--- config.mk ---
export PLATFORM = sky130hd
export DESIGN_NAME = sd_card_init_and_read_sequencer
export DESIGN_NICKNAME = d
export VERILOG_FILES = /design/src/rtl/sdi_pkg.sv /design/src/rtl/sd_card_init_and_read_sequencer.sv /design/src/rtl/sdi_csd_decode.sv /design/src/rtl/sdi_seq_core.sv
export VERILOG_INCLUDE_DIRS = /design/src /design/src/rtl
export SDC_FILE = /design/constraint.sdc
export NUM_CORES = 1
export LEC_CHECK = 0
export BUFFER_PORTS_ARGS = -buffer_cell sky130_fd_sc_hd__buf_4
export CAP_MARGIN = 30
export CELL_PAD_IN_SITES_DETAIL_PLACEMENT = 0
export CELL_PAD_IN_SITES_GLOBAL_PLACEMENT = 1
export CORE_AREA = 2 2 257 259
export DETAILED_ROUTE_END_ITERATION = 8
export DIE_AREA = 0 0 259 261
export PLACE_DENSITY = 0.93
export SLEW_MARGIN = 0
export SYNTH_ARGS = -nofsm -noshare
export SYNTH_HDL_FRONTEND = slang
export SYNTH_HIERARCHICAL = 1
export SYNTH_SLANG_ARGS = --single-unit
export TNS_END_PERCENT = 30
--- constraint.sdc ---
create_clock -name i_clk -period 26.7 [get_ports i_clk]
set_input_delay 6.675 -clock i_clk [delete_from_list [all_inputs] [get_ports i_clk]]
set_output_delay 6.675 -clock i_clk [all_outputs]
set_load 0.03 [all_outputs]
--- src/rtl/sd_card_init_and_read_sequencer_macros.svh ---
// ----------------------------------------------------------------------------
// SD card sequencer assertion macros
// Concurrent assertion shorthands shared by the sequencer RTL files.
// ----------------------------------------------------------------------------
`ifndef SD_CARD_INIT_AND_READ_SEQUENCER_MACROS_SVH
`define SD_CARD_INIT_AND_READ_SEQUENCER_MACROS_SVH
`ifndef SYNTHESIS
// same-cycle implication
`define SDI_ASSERT_IMPL(label, clk, rst_n, ante, cons) \
    label: assert property (@(posedge clk) disable iff (!rst_n) (ante) |-> (cons)) \
        else $error("sdi: same-cycle check failed");
// next-cycle implication
`define SDI_ASSERT_NEXT(label, clk, rst_n, ante, cons) \
    label: assert property (@(posedge clk) disable iff (!rst_n) (ante) |=> (cons)) \
        else $error("sdi: next-cycle check failed");
`else
`define SDI_ASSERT_IMPL(label, clk, rst_n, ante, cons)
`define SDI_ASSERT_NEXT(label, clk, rst_n, ante, cons)
`endif
`endif

--- src/rtl/sdi_pkg.sv ---
// ----------------------------------------------------------------------------
// SD card sequencer package
// Shared types, codes, constants and CSD lookup tables.
// ----------------------------------------------------------------------------
package sdi_pkg;

    // data block size and its shift
    localparam int BLOCK_BYTES = 512;
    localparam int BLOCK_SHIFT = $clog2(BLOCK_BYTES);

    // configuration port
    localparam int CFG_IDX_W  = 1;
    localparam int CFG_DATA_W = 32;
    localparam logic [CFG_IDX_W-1:0] CFG_RETRY_LIMIT = 1'd0;
    localparam logic [CFG_IDX_W-1:0] CFG_HOST_WINDOW = 1'd1;
    localparam logic [7:0]  RETRY_LIMIT_RST = 8'd100;
    localparam logic [31:0] HOST_WINDOW_RST = 32'h00FF_8000;

    // event codes
    localparam logic [1:0] OP_DETECT   = 2'd0;
    localparam logic [1:0] OP_COMPLETE = 2'd1;
    localparam logic [1:0] OP_READ     = 2'd2;
    localparam logic [1:0] OP_ACK      = 2'd3;

    // result codes
    localparam logic [1:0] RES_OK     = 2'd0;
    localparam logic [1:0] RES_FAIL   = 2'd1;
    localparam logic [1:0] RES_ISSUED = 2'd2;

    // card status codes
    localparam logic [1:0] CARD_NONE     = 2'd0;
    localparam logic [1:0] CARD_NEW      = 2'd1;
    localparam logic [1:0] CARD_INSERTED = 2'd2;

    // response kinds
    localparam logic [2:0] RSP_NONE = 3'd0;
    localparam logic [2:0] RSP_R1   = 3'd1;
    localparam logic [2:0] RSP_R1B  = 3'd2;
    localparam logic [2:0] RSP_R2   = 3'd3;
    localparam logic [2:0] RSP_R3   = 3'd4;
    localparam logic [2:0] RSP_R6   = 3'd5;
    localparam logic [2:0] RSP_R7   = 3'd6;

    // command indexes
    localparam logic [5:0] CMD_GO_IDLE     = 6'd0;
    localparam logic [5:0] CMD_ALL_SEND_CID = 6'd2;
    localparam logic [5:0] CMD_SEND_RCA    = 6'd3;
    localparam logic [5:0] CMD_SELECT      = 6'd7;
    localparam logic [5:0] CMD_SEND_IF     = 6'd8;
    localparam logic [5:0] CMD_SEND_CSD    = 6'd9;
    localparam logic [5:0] CMD_BLOCKLEN    = 6'd16;
    localparam logic [5:0] CMD_READ_MULTI  = 6'd18;
    localparam logic [5:0] CMD_SD_OP_COND  = 6'd41;
    localparam logic [5:0] CMD_APP_CMD     = 6'd55;

    // protocol constants
    localparam logic [31:0] IF_COND_ARG   = 32'h0000_01AA;
    localparam logic [7:0]  IF_COND_ECHO  = 8'hAA;
    localparam logic [31:0] OCR_HCS       = 32'h4000_0000;
    localparam logic [7:0]  TAAC_CSD_V2   = 8'h0E;
    localparam logic [31:0] CSD_V2_TMO_NS = 32'd250_000_000;
    localparam int          CSD_V2_SHIFT  = $clog2(1024);

    // input item
    typedef struct packed {
        logic [1:0]  op;
        logic        card_present;
        logic        command_error;
        logic [31:0] response_word0;
        logic [31:0] response_word1;
        logic [31:0] response_word2;
        logic [31:0] response_word3;
        logic [31:0] block_start;
        logic [31:0] block_count;
    } t_item;

    // command request
    typedef struct packed {
        logic        issue;
        logic [5:0]  index;
        logic [31:0] arg;
        logic [2:0]  kind;
        logic        rd;
        logic [40:0] bytes;
    } t_cmd;

    // result item
    typedef struct packed {
        t_cmd        cmd;
        logic        power_enable;
        logic        clock_enable;
        logic [1:0]  card_status;
        logic [1:0]  result_code;
        logic [35:0] sector_count;
        logic [31:0] access_timeout_ns;
    } t_result;

    // CSD decode outcome
    typedef struct packed {
        logic [35:0] sectors;
        logic [31:0] timeout_ns;
    } t_csd;

    // TAAC time unit divided by ten, for unit codes one and up
    function automatic logic [19:0] f_unit_div10(input logic [2:0] code);
        logic [19:0] v;
        case (code)
            3'd1:    v = 20'd1;
            3'd2:    v = 20'd10;
            3'd3:    v = 20'd100;
            3'd4:    v = 20'd1000;
            3'd5:    v = 20'd10000;
            3'd6:    v = 20'd100000;
            3'd7:    v = 20'd1000000;
            default: v = 20'd0;
        endcase
        return v;
    endfunction

    // TAAC time value, times ten
    function automatic logic [6:0] f_taac_value(input logic [3:0] code);
        logic [6:0] v;
        case (code)
            4'd0:    v = 7'd1;
            4'd1:    v = 7'd10;
            4'd2:    v = 7'd12;
            4'd3:    v = 7'd13;
            4'd4:    v = 7'd15;
            4'd5:    v = 7'd20;
            4'd6:    v = 7'd25;
            4'd7:    v = 7'd30;
            4'd8:    v = 7'd35;
            4'd9:    v = 7'd40;
            4'd10:   v = 7'd45;
            4'd11:   v = 7'd50;
            4'd12:   v = 7'd55;
            4'd13:   v = 7'd60;
            4'd14:   v = 7'd70;
            default: v = 7'd80;
        endcase
        return v;
    endfunction

    // TAAC time value over ten, truncated (nanosecond unit)
    function automatic logic [3:0] f_taac_value_div10(input logic [3:0] code);
        logic [3:0] v;
        case (code)
            4'd0:    v = 4'd0;
            4'd1:    v = 4'd1;
            4'd2:    v = 4'd1;
            4'd3:    v = 4'd1;
            4'd4:    v = 4'd1;
            4'd5:    v = 4'd2;
            4'd6:    v = 4'd2;
            4'd7:    v = 4'd3;
            4'd8:    v = 4'd3;
            4'd9:    v = 4'd4;
            4'd10:   v = 4'd4;
            4'd11:   v = 4'd5;
            4'd12:   v = 4'd5;
            4'd13:   v = 4'd6;
            4'd14:   v = 4'd7;
            default: v = 4'd8;
        endcase
        return v;
    endfunction

endpackage

--- src/rtl/sd_card_init_and_read_sequencer.sv ---
// ----------------------------------------------------------------------------
// SD card init and read sequencer
// Top level: input register, step core and output register.
// ----------------------------------------------------------------------------
// Each accepted event (detect, command completion, read request, acknowledge)
// yields exactly one result: the command to send next, if any, with the bus
// power and clock requests, card status, result code and the decoded capacity
// and access timeout. An event is captured in an input register and stepped
// through combinational logic into the output register when that register
// is free, so one event per clock is sustained while the result channel does
// not stall. Configuration writes take effect at once and belong to idle time.
// ----------------------------------------------------------------------------
`include "sd_card_init_and_read_sequencer_macros.svh"

module sd_card_init_and_read_sequencer (
    input  logic                              i_clk,
    input  logic                              i_rst_n,
    // configuration
    input  logic                              i_cfg_we,
    input  logic [sdi_pkg::CFG_IDX_W-1:0]     i_cfg_index,
    input  logic [sdi_pkg::CFG_DATA_W-1:0]    i_cfg_data,
    // event channel
    input  logic                              i_in_valid,
    output logic                              o_in_stall,
    input  logic [1:0]                        i_op,
    input  logic                              i_card_present,
    input  logic                              i_command_error,
    input  logic [31:0]                       i_response_word0,
    input  logic [31:0]                       i_response_word1,
    input  logic [31:0]                       i_response_word2,
    input  logic [31:0]                       i_response_word3,
    input  logic [31:0]                       i_block_start,
    input  logic [31:0]                       i_block_count,
    // result channel
    output logic                              o_out_valid,
    input  logic                              i_out_stall,
    output logic                              o_issue_command,
    output logic [5:0]                        o_command_index,
    output logic [31:0]                       o_command_argument,
    output logic [2:0]                        o_response_kind,
    output logic                              o_read_transfer,
    output logic [40:0]                       o_transfer_bytes,
    output logic                              o_power_enable,
    output logic                              o_clock_enable,
    output logic [1:0]                        o_card_status,
    output logic [1:0]                        o_result_code,
    output logic [35:0]                       o_sector_count,
    output logic [31:0]                       o_access_timeout_ns
);
    import sdi_pkg::*;

    t_item   r_in;
    logic    r_in_valid;
    t_result r_out;
    logic    r_out_valid;
    t_result step_result;
    logic    out_free;
    logic    fire;
    logic    in_accept;

    // handshake: the output register frees the step whenever it drains
    assign out_free   = !r_out_valid || !i_out_stall;
    assign fire       = r_in_valid && out_free;
    assign o_in_stall = r_in_valid && !out_free;
    assign in_accept  = i_in_valid && !o_in_stall;

    // input register
    always_ff @(posedge i_clk) begin
        if (!i_rst_n) begin
            r_in_valid <= 1'b0;
        end else if (in_accept) begin
            r_in_valid <= 1'b1;
        end else if (fire) begin
            r_in_valid <= 1'b0;
        end
    end

    always_ff @(posedge i_clk) begin
        if (in_accept) begin
            r_in.op             <= i_op;
            r_in.card_present   <= i_card_present;
            r_in.command_error  <= i_command_error;
            r_in.response_word0 <= i_response_word0;
            r_in.response_word1 <= i_response_word1;
            r_in.response_word2 <= i_response_word2;
            r_in.response_word3 <= i_response_word3;
            r_in.block_start    <= i_block_start;
            r_in.block_count    <= i_block_count;
        end
    end

    sdi_seq_core u_core (
        .i_clk       (i_clk),
        .i_rst_n     (i_rst_n),
        .i_cfg_we    (i_cfg_we),
        .i_cfg_index (i_cfg_index),
        .i_cfg_data  (i_cfg_data),
        .i_fire      (fire),
        .i_item      (r_in),
        .o_result    (step_result)
    );

    // output register
    always_ff @(posedge i_clk) begin
        if (!i_rst_n) begin
            r_out_valid <= 1'b0;
        end else if (fire) begin
            r_out_valid <= 1'b1;
        end else if (!i_out_stall) begin
            r_out_valid <= 1'b0;
        end
    end

    always_ff @(posedge i_clk) begin
        if (fire) begin
            r_out <= step_result;
        end
    end

    assign o_out_valid         = r_out_valid;
    assign o_issue_command     = r_out.cmd.issue;
    assign o_command_index     = r_out.cmd.index;
    assign o_command_argument  = r_out.cmd.arg;
    assign o_response_kind     = r_out.cmd.kind;
    assign o_read_transfer     = r_out.cmd.rd;
    assign o_transfer_bytes    = r_out.cmd.bytes;
    assign o_power_enable      = r_out.power_enable;
    assign o_clock_enable      = r_out.clock_enable;
    assign o_card_status       = r_out.card_status;
    assign o_result_code       = r_out.result_code;
    assign o_sector_count      = r_out.sector_count;
    assign o_access_timeout_ns = r_out.access_timeout_ns;

    // an empty input stage never pushes back
    `SDI_ASSERT_IMPL(a_no_idle_stall, i_clk, i_rst_n, !r_in_valid, !o_in_stall)
    // a stepped item always lands in the output register
    `SDI_ASSERT_NEXT(a_fire_lands, i_clk, i_rst_n, fire, r_out_valid)
    // issued result code goes with an issued command and nothing else
    `SDI_ASSERT_IMPL(a_issue_code, i_clk, i_rst_n, r_out_valid,
        (o_result_code == RES_ISSUED) == o_issue_command)
    // without a command, the command fields are clear
    `SDI_ASSERT_IMPL(a_idle_cmd_clear, i_clk, i_rst_n, r_out_valid && !o_issue_command,
        o_command_index == 6'd0 && o_command_argument == 32'd0 && !o_read_transfer)

endmodule

--- src/rtl/sdi_csd_decode.sv ---
// ----------------------------------------------------------------------------
// SD card sequencer CSD decoder
// Decodes sector count and access timeout from a CSD v1 or v2 response.
// ----------------------------------------------------------------------------
module sdi_csd_decode (
    input  logic [31:0]    i_word1,
    input  logic [31:0]    i_word2,
    input  logic [31:0]    i_word3,
    output sdi_pkg::t_csd  o_csd
);
    import sdi_pkg::*;

    logic [7:0]  taac;
    logic [3:0]  blk_len_code;
    logic [12:0] c_size_p1;
    logic [2:0]  size_mult;
    logic [4:0]  v1_shift;
    logic [36:0] v1_bytes;
    logic [24:0] v2_size_p1;
    logic [35:0] v2_sectors;
    logic [26:0] v1_tmo;

    // response bytes: byte 13 = TAAC, 9 = block length, 8..6 = C_SIZE, 5..4 = mult
    assign taac         = i_word3[15:8];
    assign blk_len_code = i_word2[11:8];
    assign c_size_p1    = {1'b0, i_word2[1:0], i_word1[31:24], i_word1[23:22]} + 13'd1;
    assign size_mult    = {i_word1[9:8], i_word1[7]};

    // v1 size: (c_size+1) << (mult+2+bl_len), then over the block size
    assign v1_shift = 5'd2 + {2'b0, size_mult} + {1'b0, blk_len_code};
    assign v1_bytes = {24'd0, c_size_p1} << v1_shift;

    // v2 size: (c_size+1) * 1024
    assign v2_size_p1 = {1'b0, i_word1[31:8]} + 25'd1;
    assign v2_sectors = {1'b0, v2_size_p1, {CSD_V2_SHIFT{1'b0}}};

    // v1 timeout: unit * value / 10
    assign v1_tmo = (taac[2:0] == 3'd0)
                  ? {23'd0, f_taac_value_div10(taac[6:3])}
                  : {7'd0, f_unit_div10(taac[2:0])} * {20'd0, f_taac_value(taac[6:3])};

    always_comb begin
        if (taac == TAAC_CSD_V2) begin
            o_csd.sectors    = v2_sectors;
            o_csd.timeout_ns = CSD_V2_TMO_NS;
        end else begin
            o_csd.sectors    = {{(36 - (37 - BLOCK_SHIFT)){1'b0}}, v1_bytes[36:BLOCK_SHIFT]};
            o_csd.timeout_ns = {5'd0, v1_tmo};
        end
    end

endmodule

--- src/rtl/sdi_seq_core.sv ---
// ----------------------------------------------------------------------------
// SD card sequencer step core
// Holds the card state and the configuration, and computes one step per item.
// ----------------------------------------------------------------------------
`include "sd_card_init_and_read_sequencer_macros.svh"

module sdi_seq_core (
    input  logic                              i_clk,
    input  logic                              i_rst_n,
    input  logic                              i_cfg_we,
    input  logic [sdi_pkg::CFG_IDX_W-1:0]     i_cfg_index,
    input  logic [sdi_pkg::CFG_DATA_W-1:0]    i_cfg_data,
    input  logic                              i_fire,
    input  sdi_pkg::t_item                    i_item,
    output sdi_pkg::t_result                  o_result
);
    import sdi_pkg::*;

    // sequence phases
    localparam logic [3:0] PH_IDLE     = 4'd0;
    localparam logic [3:0] PH_GO_IDLE  = 4'd1;
    localparam logic [3:0] PH_IF_COND  = 4'd2;
    localparam logic [3:0] PH_APP_CMD  = 4'd3;
    localparam logic [3:0] PH_OP_COND  = 4'd4;
    localparam logic [3:0] PH_CID      = 4'd5;
    localparam logic [3:0] PH_RCA      = 4'd6;
    localparam logic [3:0] PH_CSD      = 4'd7;
    localparam logic [3:0] PH_SEL_INIT = 4'd8;
    localparam logic [3:0] PH_BLOCKLEN = 4'd9;
    localparam logic [3:0] PH_SEL_READ = 4'd10;
    localparam logic [3:0] PH_READ     = 4'd11;

    // configuration
    logic [7:0]  r_retry_limit;
    logic [31:0] r_host_window;

    // card state
    logic [3:0]  r_phase,        n_phase;
    logic [7:0]  r_tries,        n_tries;
    logic [31:0] r_req_ocr,      n_req_ocr;
    logic        r_high_cap,     n_high_cap;
    logic        r_inserted,     n_inserted;
    logic        r_selected,     n_selected;
    logic        r_card_unacked, n_card_unacked;
    logic [15:0] r_rca,          n_rca;
    logic [35:0] r_sectors,      n_sectors;
    logic [31:0] r_timeout,      n_timeout;
    logic [31:0] r_pend_start,   n_pend_start;
    logic [31:0] r_pend_count,   n_pend_count;
    logic        r_power,        n_power;
    logic        r_clock,        n_clock;

    t_csd csd;

    sdi_csd_decode u_csd (
        .i_word1 (i_item.response_word1),
        .i_word2 (i_item.response_word2),
        .i_word3 (i_item.response_word3),
        .o_csd   (csd)
    );

    function automatic t_cmd f_cmd(input logic [5:0] idx, input logic [31:0] arg,
                                   input logic [2:0] kind);
        t_cmd c;
        c       = '0;
        c.issue = 1'b1;
        c.index = idx;
        c.arg   = arg;
        c.kind  = kind;
        return c;
    endfunction

    // multi-block read; byte-addressed cards take start * block size
    function automatic t_cmd f_read_cmd(input logic [31:0] start, input logic [31:0] count,
                                        input logic hc);
        t_cmd c;
        c       = f_cmd(CMD_READ_MULTI, hc ? start : {start[31-BLOCK_SHIFT:0],
                        {BLOCK_SHIFT{1'b0}}}, RSP_R1);
        c.rd    = 1'b1;
        c.bytes = {count, {BLOCK_SHIFT{1'b0}}};
        return c;
    endfunction

    // one step of the sequence
    always_comb begin
        t_cmd       cmd;
        logic [1:0] res;
        logic [7:0] tries_dec;

        cmd            = '0;
        res            = RES_OK;
        tries_dec      = r_tries - 8'd1;
        n_phase        = r_phase;
        n_tries        = r_tries;
        n_req_ocr      = r_req_ocr;
        n_high_cap     = r_high_cap;
        n_inserted     = r_inserted;
        n_selected     = r_selected;
        n_card_unacked = r_card_unacked;
        n_rca          = r_rca;
        n_sectors      = r_sectors;
        n_timeout      = r_timeout;
        n_pend_start   = r_pend_start;
        n_pend_count   = r_pend_count;
        n_power        = r_power;
        n_clock        = r_clock;

        case (i_item.op)
            OP_DETECT: begin
                n_power        = 1'b0;
                n_clock        = 1'b0;
                n_card_unacked = 1'b1;
                n_phase        = PH_IDLE;
                if (!i_item.card_present) begin
                    n_inserted = 1'b0;
                end else begin
                    n_power = 1'b1;
                    n_clock = 1'b1;
                    cmd     = f_cmd(CMD_GO_IDLE, 32'd0, RSP_NONE);
                    n_phase = PH_GO_IDLE;
                end
            end
            OP_COMPLETE: begin
                n_phase = PH_IDLE;
                case (r_phase)
                    PH_GO_IDLE: begin
                        if (i_item.command_error) begin
                            n_clock = 1'b0;
                            n_power = 1'b0;
                            res     = RES_FAIL;
                        end else begin
                            cmd     = f_cmd(CMD_SEND_IF, IF_COND_ARG, RSP_R7);
                            n_phase = PH_IF_COND;
                        end
                    end
                    PH_IF_COND: begin
                        // echo check picks the high-capacity request bit
                        if (i_item.command_error
                            || i_item.response_word0[7:0] != IF_COND_ECHO) begin
                            n_req_ocr = r_host_window & ~OCR_HCS;
                        end else begin
                            n_req_ocr = r_host_window | OCR_HCS;
                        end
                        n_tries = r_retry_limit;
                        if (r_retry_limit == 8'd0) begin
                            n_power = 1'b0;
                            res     = RES_FAIL;
                        end else begin
                            cmd     = f_cmd(CMD_APP_CMD, 32'd0, RSP_R1);
                            n_phase = PH_APP_CMD;
                        end
                    end
                    PH_APP_CMD, PH_OP_COND: begin
                        if (r_phase == PH_APP_CMD && !i_item.command_error) begin
                            cmd     = f_cmd(CMD_SD_OP_COND, r_req_ocr, RSP_R3);
                            n_phase = PH_OP_COND;
                        end else if (r_phase == PH_OP_COND && !i_item.command_error
                                     && i_item.response_word0[31]) begin
                            n_high_cap = i_item.response_word0[30];
                            cmd        = f_cmd(CMD_ALL_SEND_CID, 32'd0, RSP_R2);
                            n_phase    = PH_CID;
                        end else begin
                            // another attempt, or give up when the budget is gone
                            n_tries = tries_dec;
                            if (tries_dec == 8'd0) begin
                                n_power = 1'b0;
                                res     = RES_FAIL;
                            end else begin
                                cmd     = f_cmd(CMD_APP_CMD, 32'd0, RSP_R1);
                                n_phase = PH_APP_CMD;
                            end
                        end
                    end
                    PH_CID: begin
                        if (i_item.command_error) begin
                            n_clock = 1'b0;
                            n_power = 1'b0;
                            res     = RES_FAIL;
                        end else begin
                            cmd     = f_cmd(CMD_SEND_RCA, 32'd0, RSP_R6);
                            n_phase = PH_RCA;
                        end
                    end
                    PH_RCA: begin
                        if (i_item.command_error) begin
                            n_clock = 1'b0;
                            n_power = 1'b0;
                            res     = RES_FAIL;
                        end else begin
                            n_rca      = i_item.response_word0[31:16];
                            n_selected = 1'b0;
                            n_inserted = 1'b1;
                            cmd        = f_cmd(CMD_SEND_CSD,
                                               {i_item.response_word0[31:16], 16'd0}, RSP_R2);
                            n_phase    = PH_CSD;
                        end
                    end
                    PH_CSD: begin
                        if (i_item.command_error) begin
                            n_power = 1'b0;
                            res     = RES_FAIL;
                        end else begin
                            n_sectors = csd.sectors;
                            n_timeout = csd.timeout_ns;
                            cmd       = f_cmd(CMD_SELECT, {r_rca, 16'd0}, RSP_R1B);
                            n_phase   = PH_SEL_INIT;
                        end
                    end
                    PH_SEL_INIT: begin
                        // a failed select here is tolerated
                        if (!i_item.command_error) begin
                            n_selected = 1'b1;
                        end
                        cmd     = f_cmd(CMD_BLOCKLEN, 32'(BLOCK_BYTES), RSP_R1);
                        n_phase = PH_BLOCKLEN;
                    end
                    PH_BLOCKLEN: begin
                        if (i_item.command_error) begin
                            n_inserted = 1'b0;
                            n_selected = 1'b0;
                            n_clock    = 1'b0;
                            n_power    = 1'b0;
                            res        = RES_FAIL;
                        end
                    end
                    PH_SEL_READ: begin
                        if (i_item.command_error) begin
                            res = RES_FAIL;
                        end else begin
                            n_selected = 1'b1;
                            if (r_card_unacked) begin
                                res = RES_FAIL;
                            end else begin
                                cmd     = f_read_cmd(r_pend_start, r_pend_count, r_high_cap);
                                n_phase = PH_READ;
                            end
                        end
                    end
                    PH_READ: begin
                        res = i_item.command_error ? RES_FAIL : RES_OK;
                    end
                    default: begin
                        res = RES_FAIL;
                    end
                endcase
            end
            OP_READ: begin
                if (r_phase != PH_IDLE || !r_inserted) begin
                    res = RES_FAIL;
                end else begin
                    n_pend_start = i_item.block_start;
                    n_pend_count = i_item.block_count;
                    if (!r_selected) begin
                        cmd     = f_cmd(CMD_SELECT, {r_rca, 16'd0}, RSP_R1B);
                        n_phase = PH_SEL_READ;
                    end else if (r_card_unacked) begin
                        res = RES_FAIL;
                    end else begin
                        cmd     = f_read_cmd(i_item.block_start, i_item.block_count,
                                             r_high_cap);
                        n_phase = PH_READ;
                    end
                end
            end
            default: begin
                // new-card acknowledge
                if (r_card_unacked) begin
                    n_card_unacked = 1'b0;
                end else begin
                    res = RES_FAIL;
                end
            end
        endcase

        if (cmd.issue) begin
            res = RES_ISSUED;
        end

        o_result.cmd               = cmd;
        o_result.power_enable      = n_power;
        o_result.clock_enable      = n_clock;
        o_result.card_status       = !n_inserted ? CARD_NONE
                                   : (n_card_unacked ? CARD_NEW : CARD_INSERTED);
        o_result.result_code       = res;
        o_result.sector_count      = n_sectors;
        o_result.access_timeout_ns = n_timeout;
    end

    // configuration registers
    always_ff @(posedge i_clk) begin
        if (!i_rst_n) begin
            r_retry_limit <= RETRY_LIMIT_RST;
            r_host_window <= HOST_WINDOW_RST;
        end else if (i_cfg_we) begin
            case (i_cfg_index)
                CFG_RETRY_LIMIT: r_retry_limit <= i_cfg_data[7:0];
                CFG_HOST_WINDOW: r_host_window <= i_cfg_data;
                default:         r_retry_limit <= r_retry_limit;
            endcase
        end
    end

    // card state, advanced once per transfer
    always_ff @(posedge i_clk) begin
        if (!i_rst_n) begin
            r_phase        <= PH_IDLE;
            r_tries        <= '0;
            r_req_ocr      <= '0;
            r_high_cap     <= 1'b0;
            r_inserted     <= 1'b0;
            r_selected     <= 1'b0;
            r_card_unacked <= 1'b0;
            r_rca          <= '0;
            r_sectors      <= '0;
            r_timeout      <= '0;
            r_pend_start   <= '0;
            r_pend_count   <= '0;
            r_power        <= 1'b0;
            r_clock        <= 1'b0;
        end else if (i_fire) begin
            r_phase        <= n_phase;
            r_tries        <= n_tries;
            r_req_ocr      <= n_req_ocr;
            r_high_cap     <= n_high_cap;
            r_inserted     <= n_inserted;
            r_selected     <= n_selected;
            r_card_unacked <= n_card_unacked;
            r_rca          <= n_rca;
            r_sectors      <= n_sectors;
            r_timeout      <= n_timeout;
            r_pend_start   <= n_pend_start;
            r_pend_count   <= n_pend_count;
            r_power        <= n_power;
            r_clock        <= n_clock;
        end
    end

    // a read in flight always has a selected card
    `SDI_ASSERT_IMPL(a_read_selected, i_clk, i_rst_n, r_phase == PH_READ, r_selected)
    // an ACMD41 loop never runs with an empty retry budget
    `SDI_ASSERT_IMPL(a_tries_live, i_clk, i_rst_n,
        r_phase == PH_APP_CMD || r_phase == PH_OP_COND, r_tries != 8'd0)
    // a select for read only goes to an inserted, unselected card
    `SDI_ASSERT_IMPL(a_sel_read_card, i_clk, i_rst_n, r_phase == PH_SEL_READ,
        r_inserted && !r_selected)

endmodule

# After elaboration in Yosys (flattened, before gate mapping)
# Memories as Yosys holds them, arrays and structs flattened. A register that Yosys moved wholly into a read port is not among the register bits.
# Index checks and enable logic that the tools add are counted.
[totals]
out_inout_bits = 160
regBits = 558
mem_bits_ro = 176
elab_cells = 208
ramBits = 0
memories = 2
latch_bits = 0
[classes]
bitwise_logic = 4
n_eq_ne = 30
n_div = 0
n_mux = 87
addsub = 5
mul = 1
shifts = 1
order_cmp = 0
reduce_logical = 39
[mem_list]
columns = ["memory", "words", "width", "rd", "rd_clocked_by_memory_dff", "write_ports", "line", "rtl"]
rows = [
  ["(no name shown)", 16, 7, 1, 1, 0, "sdi_pkg.sv:123", "case (code)"],
  ["(no name shown)", 16, 4, 1, 1, 0, "sdi_pkg.sv:147", "case (code)"],
]
[op_table]
columns = ["op", "n"]
rows = [
  ["2-to-1 mux 84 bit", 14],
  ["case mux 84 bit (8 select lines)", 1],
  ["case mux 84 bit (3 select lines)", 1],
  ["2-to-1 mux 32 bit", 5],
  ["case mux 20 bit (7 select lines)", 1],
  ["2-to-1 mux 36 bit", 3],
  ["2-to-1 mux 67 bit", 1],
  ["2-to-1 mux 4 bit", 10],
  ["<< shifter 13 x 5 -> 37 bit", 1],
  ["case mux 4 bit (8 select lines)", 1],
  ["2-to-1 mux 31 bit", 1],
  ["multiplier 20 x 7 -> 27 bit", 1],
  ["2-to-1 mux 27 bit", 1],
  ["adder 24 x 1 -> 25 bit (second input constant)", 1],
  ["2-to-1 mux 1 bit", 25],
  ["== test 4 x 3 -> 1 bit (second input constant)", 4],
  ["== test 4 bit (second input constant)", 4],
  ["zero test 8 bit", 2],
  ["2-to-1 mux 2 bit", 8],
  ["2-to-1 mux 8 bit", 2],
  ["case mux 8 bit (2 select lines)", 1],
  ["adder 12 x 1 -> 13 bit (second input constant)", 1],
  ["== test 3 bit (second input constant)", 4],
  ["!= test 2 bit (second input constant)", 6],
  ["37 further kinds", 68],
]

# Logic depth before layout (Yosys ltp)
[logic_depth]
ltp_word = 8
ltp_mapped = 28

# Cells and area by module
# Netlist, hierarchy kept.
[by_module_without_submodules]
columns = ["module", "cells_per_inst", "instances", "area_each_um2"]
rows = [
  ["sdi_seq_core", 1486, 1, 12705.9],
  ["sd_card_init_and_read_sequencer", 362, 1, 10714.0],
  ["sdi_csd_decode", 953, 1, 6775.2],
]

# Worst setup path after synthesis
# Ideal clock, no wire load.
[synth_timing]
kind = "input to register"
from = "input i_out_stall"
to = "register u_core.r_req_ocr[30]"
path_slack_ns = 5.263
arrival_ns = 21.372
path_stages = 7
t_required_ns = 26.635
path_buffers = 0
setup_ns = 0.065
path_cell_list = "a21boi_0 nand2_1 nor4_2 nand4b_1 nor4b_1 a21oi_1 nor2b_1"
[synth_between]
elab_chain_len = 4
[synth_lines]
columns = ["item", "line", "rtl"]
rows = [
  ["start, declared", "sd_card_init_and_read_sequencer.sv:36", "input logic i_out_stall,"],
  ["zero test 1 bit", "-", ""],
  ["logical OR 1 bit", "sd_card_init_and_read_sequencer.sv:62", "assign out_free = !r_out_valid || !i_out_stall;"],
  ["logical AND 1 bit", "sd_card_init_and_read_sequencer.sv:63", "assign fire = r_in_valid && out_free;"],
  ["AND reduction 3 bit (no source line)", "-", ""],
  ["end signal, assigned", "sdi_seq_core.sv:323", "r_req_ocr <= n_req_ocr;"],
  ["end, declared", "sdi_seq_core.sv:40", "logic [31:0] r_req_ocr, n_req_ocr;"],
]
# Every way passes these cells.
# A chain may end at the register's enable or synchronous reset.

# Worst setup path in the final report
[layout_timing]
from = "input i_out_stall"
to = "output o_in_stall"
[layout_between]
elab_chain_len = 4
[layout_lines]
columns = ["item", "line", "rtl"]
rows = [
  ["zero test 1 bit", "-", ""],
  ["logical OR 1 bit", "sd_card_init_and_read_sequencer.sv:62", ""],
  ["zero test 1 bit", "sd_card_init_and_read_sequencer.sv:64", "assign o_in_stall = r_in_valid && !out_free;"],
  ["logical AND 1 bit", "sd_card_init_and_read_sequencer.sv:64", ""],
  ["end, declared", "sd_card_init_and_read_sequencer.sv:24", "output logic o_in_stall,"],
]
# Every way passes these cells.

==> summary.md <==
| Metric | Value |
|---|---|
| Hold Crit Endpoint | u_core/r_host_window[29]$_SDFFE_PN0P_ |
| Critical path arrival | 7160 ps |
| RSZ-0062 raised after global routing | no |
| TritonCTS Buffers | 56 |
| Sw frac | 0.2782 |
| CTS max path bufs | 3 |
| Cell area after synthesis | 28240 um^2 |
| Leak | 13.66 nW |
| Register area | 13460 um^2 |
| Sw Pwr | 0.5674 mW |
| Mapped Cells | 2736 |
| Pre-Repair DR Iteration Count | 6 |
| Overall Global Routing Usage | 0.2251 |
| CTS clock-pin slew for the worst setup and hold paths | 60 ps |
| CP Max Fanout | 3 |
| Flop pwr share | 0.450 |
| Tmin final | 13830 ps |
| Die X | 259 um |
| CP endpoint kind | output pin |
| Via count of the routed design | 21400 |
| Finished Core Util | 0.5114 |
| Multi-input logic area | 13490 um^2 |
| Die height | 261 um |
| CORE AREA | 65040 um^2 |
| Actual slew at the worst max-slew pin | 1014 ps |
| Final period util | 0.5181 |
| Yosys Warn Count | 6 |
| Highest clock rate | 0.07229 GHz |
| CP Class | in -> out |
| Power share of the clock group | 0.388 |
| Cells on Worst Hold Path | 2 |
| 1st-iter DRT viols | 1957 |
| Clock sinks | 528 |
| Antenna Violating Nets Remaining | 0 |
| Min-Delay Path Class | reg -> reg |
| CTS resizes | 0 |
| R2R depth | 25 |
| First-pass GRT wire length | 118700 um |
| # H-tree levels | 2 |
| CTS tree | done |
| I/O pin cnt | 394 |
| CTS Root Cell | clkbuf_16 |
| Worst-skew pair later-pin latency | 650 ps |
| Critical R2R Launch | r_in[76]$_DFFE_PP_ |
| PortBufs | 327 |
| Placed instance area | 31300 um^2 |
| Slew Viols, Final | 0 |
| Power Dens Cells | 61.31 nW/um^2 |
| Crit start category | primary input |
| Final Hold Vio Count | 0 |
| Fin area | 33260 um^2 |
| Gate power share | 0.162 |
| FF-to-FF End | u_core/r_timeout[25]$_SDFFE_PN0P_ |
| Outcome | finished clean |
| R2R setup slack | 19540 ps |
| Place WS | 12860 ps |
| Min-delay src | u_core/r_host_window[29]$_SDFFE_PN0P_ |
| Critical path data required time | 20020 ps |
| Slew HR | 0.3235 |
| Vias in the first global route | 20540 |
| Post-cts hold buffer count | 0 |
| Fin Setup TNS | 0 ps |
| Mapped Avg Cell Area | 10.32 um^2 |
| Peak supply drop | 63.19 uV |
| Fillers | 5886 |
| Initial core utilization | 0.4342 |
| PnR worst setup slack | 12870 ps |
| Max cap viols | 0 |
| Initial antenna violation count | 5 |
| Routed WL per cell | 20.15 um |
| Most frequent cells in the layout | nand2_1, buf_4, edfxtp_1 |
| Area grow syn2layout | 17.78% |
| DRT Wirelength | 78310 um |
| Die area | 67600 um^2 |
| Pin count of the biggest net entering global routing | 167 |
| Commonest non-fill, non-tap cell in the layout | nand2_1 |
| Routability congestion estimate | 0.9455 |
| Vias/cell | 5.507 |
| Setup violations, final | 0 |
| Number of core rows | 94 |
| Beginning of the critical path | i_out_stall |
| Setup bufs post-CTS | 0 |
| Clk_skew | 50.80 ps |
| Residual DRC count | 0 |
| NumNets Final | 3360 |
| P_int | 1.472 mW |
| Tot Pwr | 2.039 mW |
| Detailed placement HPWL | 54200 um |
| Congestion Overflow GR | 0 |
| Layout cells sized above 1 | 0.2165 |
==> cell type report <==
class,count,area share
Multi-Input combinational cell,1895,0.4056
Inverter,136,0.01535
Tap cell,864,0.03250
Clock inverter,31,0.01098
Sequential cell,528,0.4048
Clock buffer,74,0.04566
Antenna cell,1,0.00007523
Timing Repair Buffer,357,0.08504
==> sequential cells by signal, indices dropped and copies added, names as in the netlist, 6 cells and up <==
register              cells
u_core/r_pend_count      32
r_in                    131
u_core/r_sectors         36
o_transfer_bytes         41
u_core/r_tries            8
o_access_timeout_ns      32
u_core/r_req_ocr         32
u_core/r_host_window     31
u_core/r_timeout         32
o_command_index           6
o_command_argument       32
u_core/r_pend_start      32
u_core/r_retry_limit      8
o_sector_count           36
u_core/r_rca             16
==> per-stage QoR <==
step,hold WS [ps],std cells
finish,462.9,3886
CTS,466.7,3882
floorplan,440.4,2748
detailed placement,455.7,3777
global route,481.6,3885
global placement,452.8,3772
==> routing by layer <==
metal / vias up / routed length (um) / GRT usage
met5: - / 57 / 0
met4: 8 / 3546 / 0.1021
met3: 151 / 6086 / 0.04926
met2: 757 / 35400 / 0.3527
met1: 10310 / 33220 / 0.2992
li1: 10180 / - / -
==> power by group through the flow <==
| stage | Combinational [mW] | Sequential (mW) | Clock [mW] |
|---|---|---|---|
| after CTS | 0.328 | 0.917 | 0.809 |
| after floorplan | 0.209 | 0.952 | 0 |
| after global routing | 0.364 | 0.920 | 0.838 |
| final | 0.331 | 0.917 | 0.791 |
| after detailed placement | 0.325 | 0.934 | 0 |
| after global placement | 0.322 | 0.933 | 0 |
==> worst max-delay path, stage by stage <==
cell,delay [ps]
buf_4,130
and3_4,190
buf_4,160
==> how the worst max path moves through the flow <==
stage / end / slack, ps / cells after the start
global placement: o_in_stall / 12870 / 3
finish: o_in_stall / 12870 / 3
detailed placement: o_in_stall / 12860 / 3
global route: o_in_stall / 12850 / 3
floorplan: u_core/r_req_ocr[30]$_SDFFE_PN0P_ / 5260 / 7
CTS: o_in_stall / 12870 / 3
Note: power is estimated with default switching activity, not from simulation.
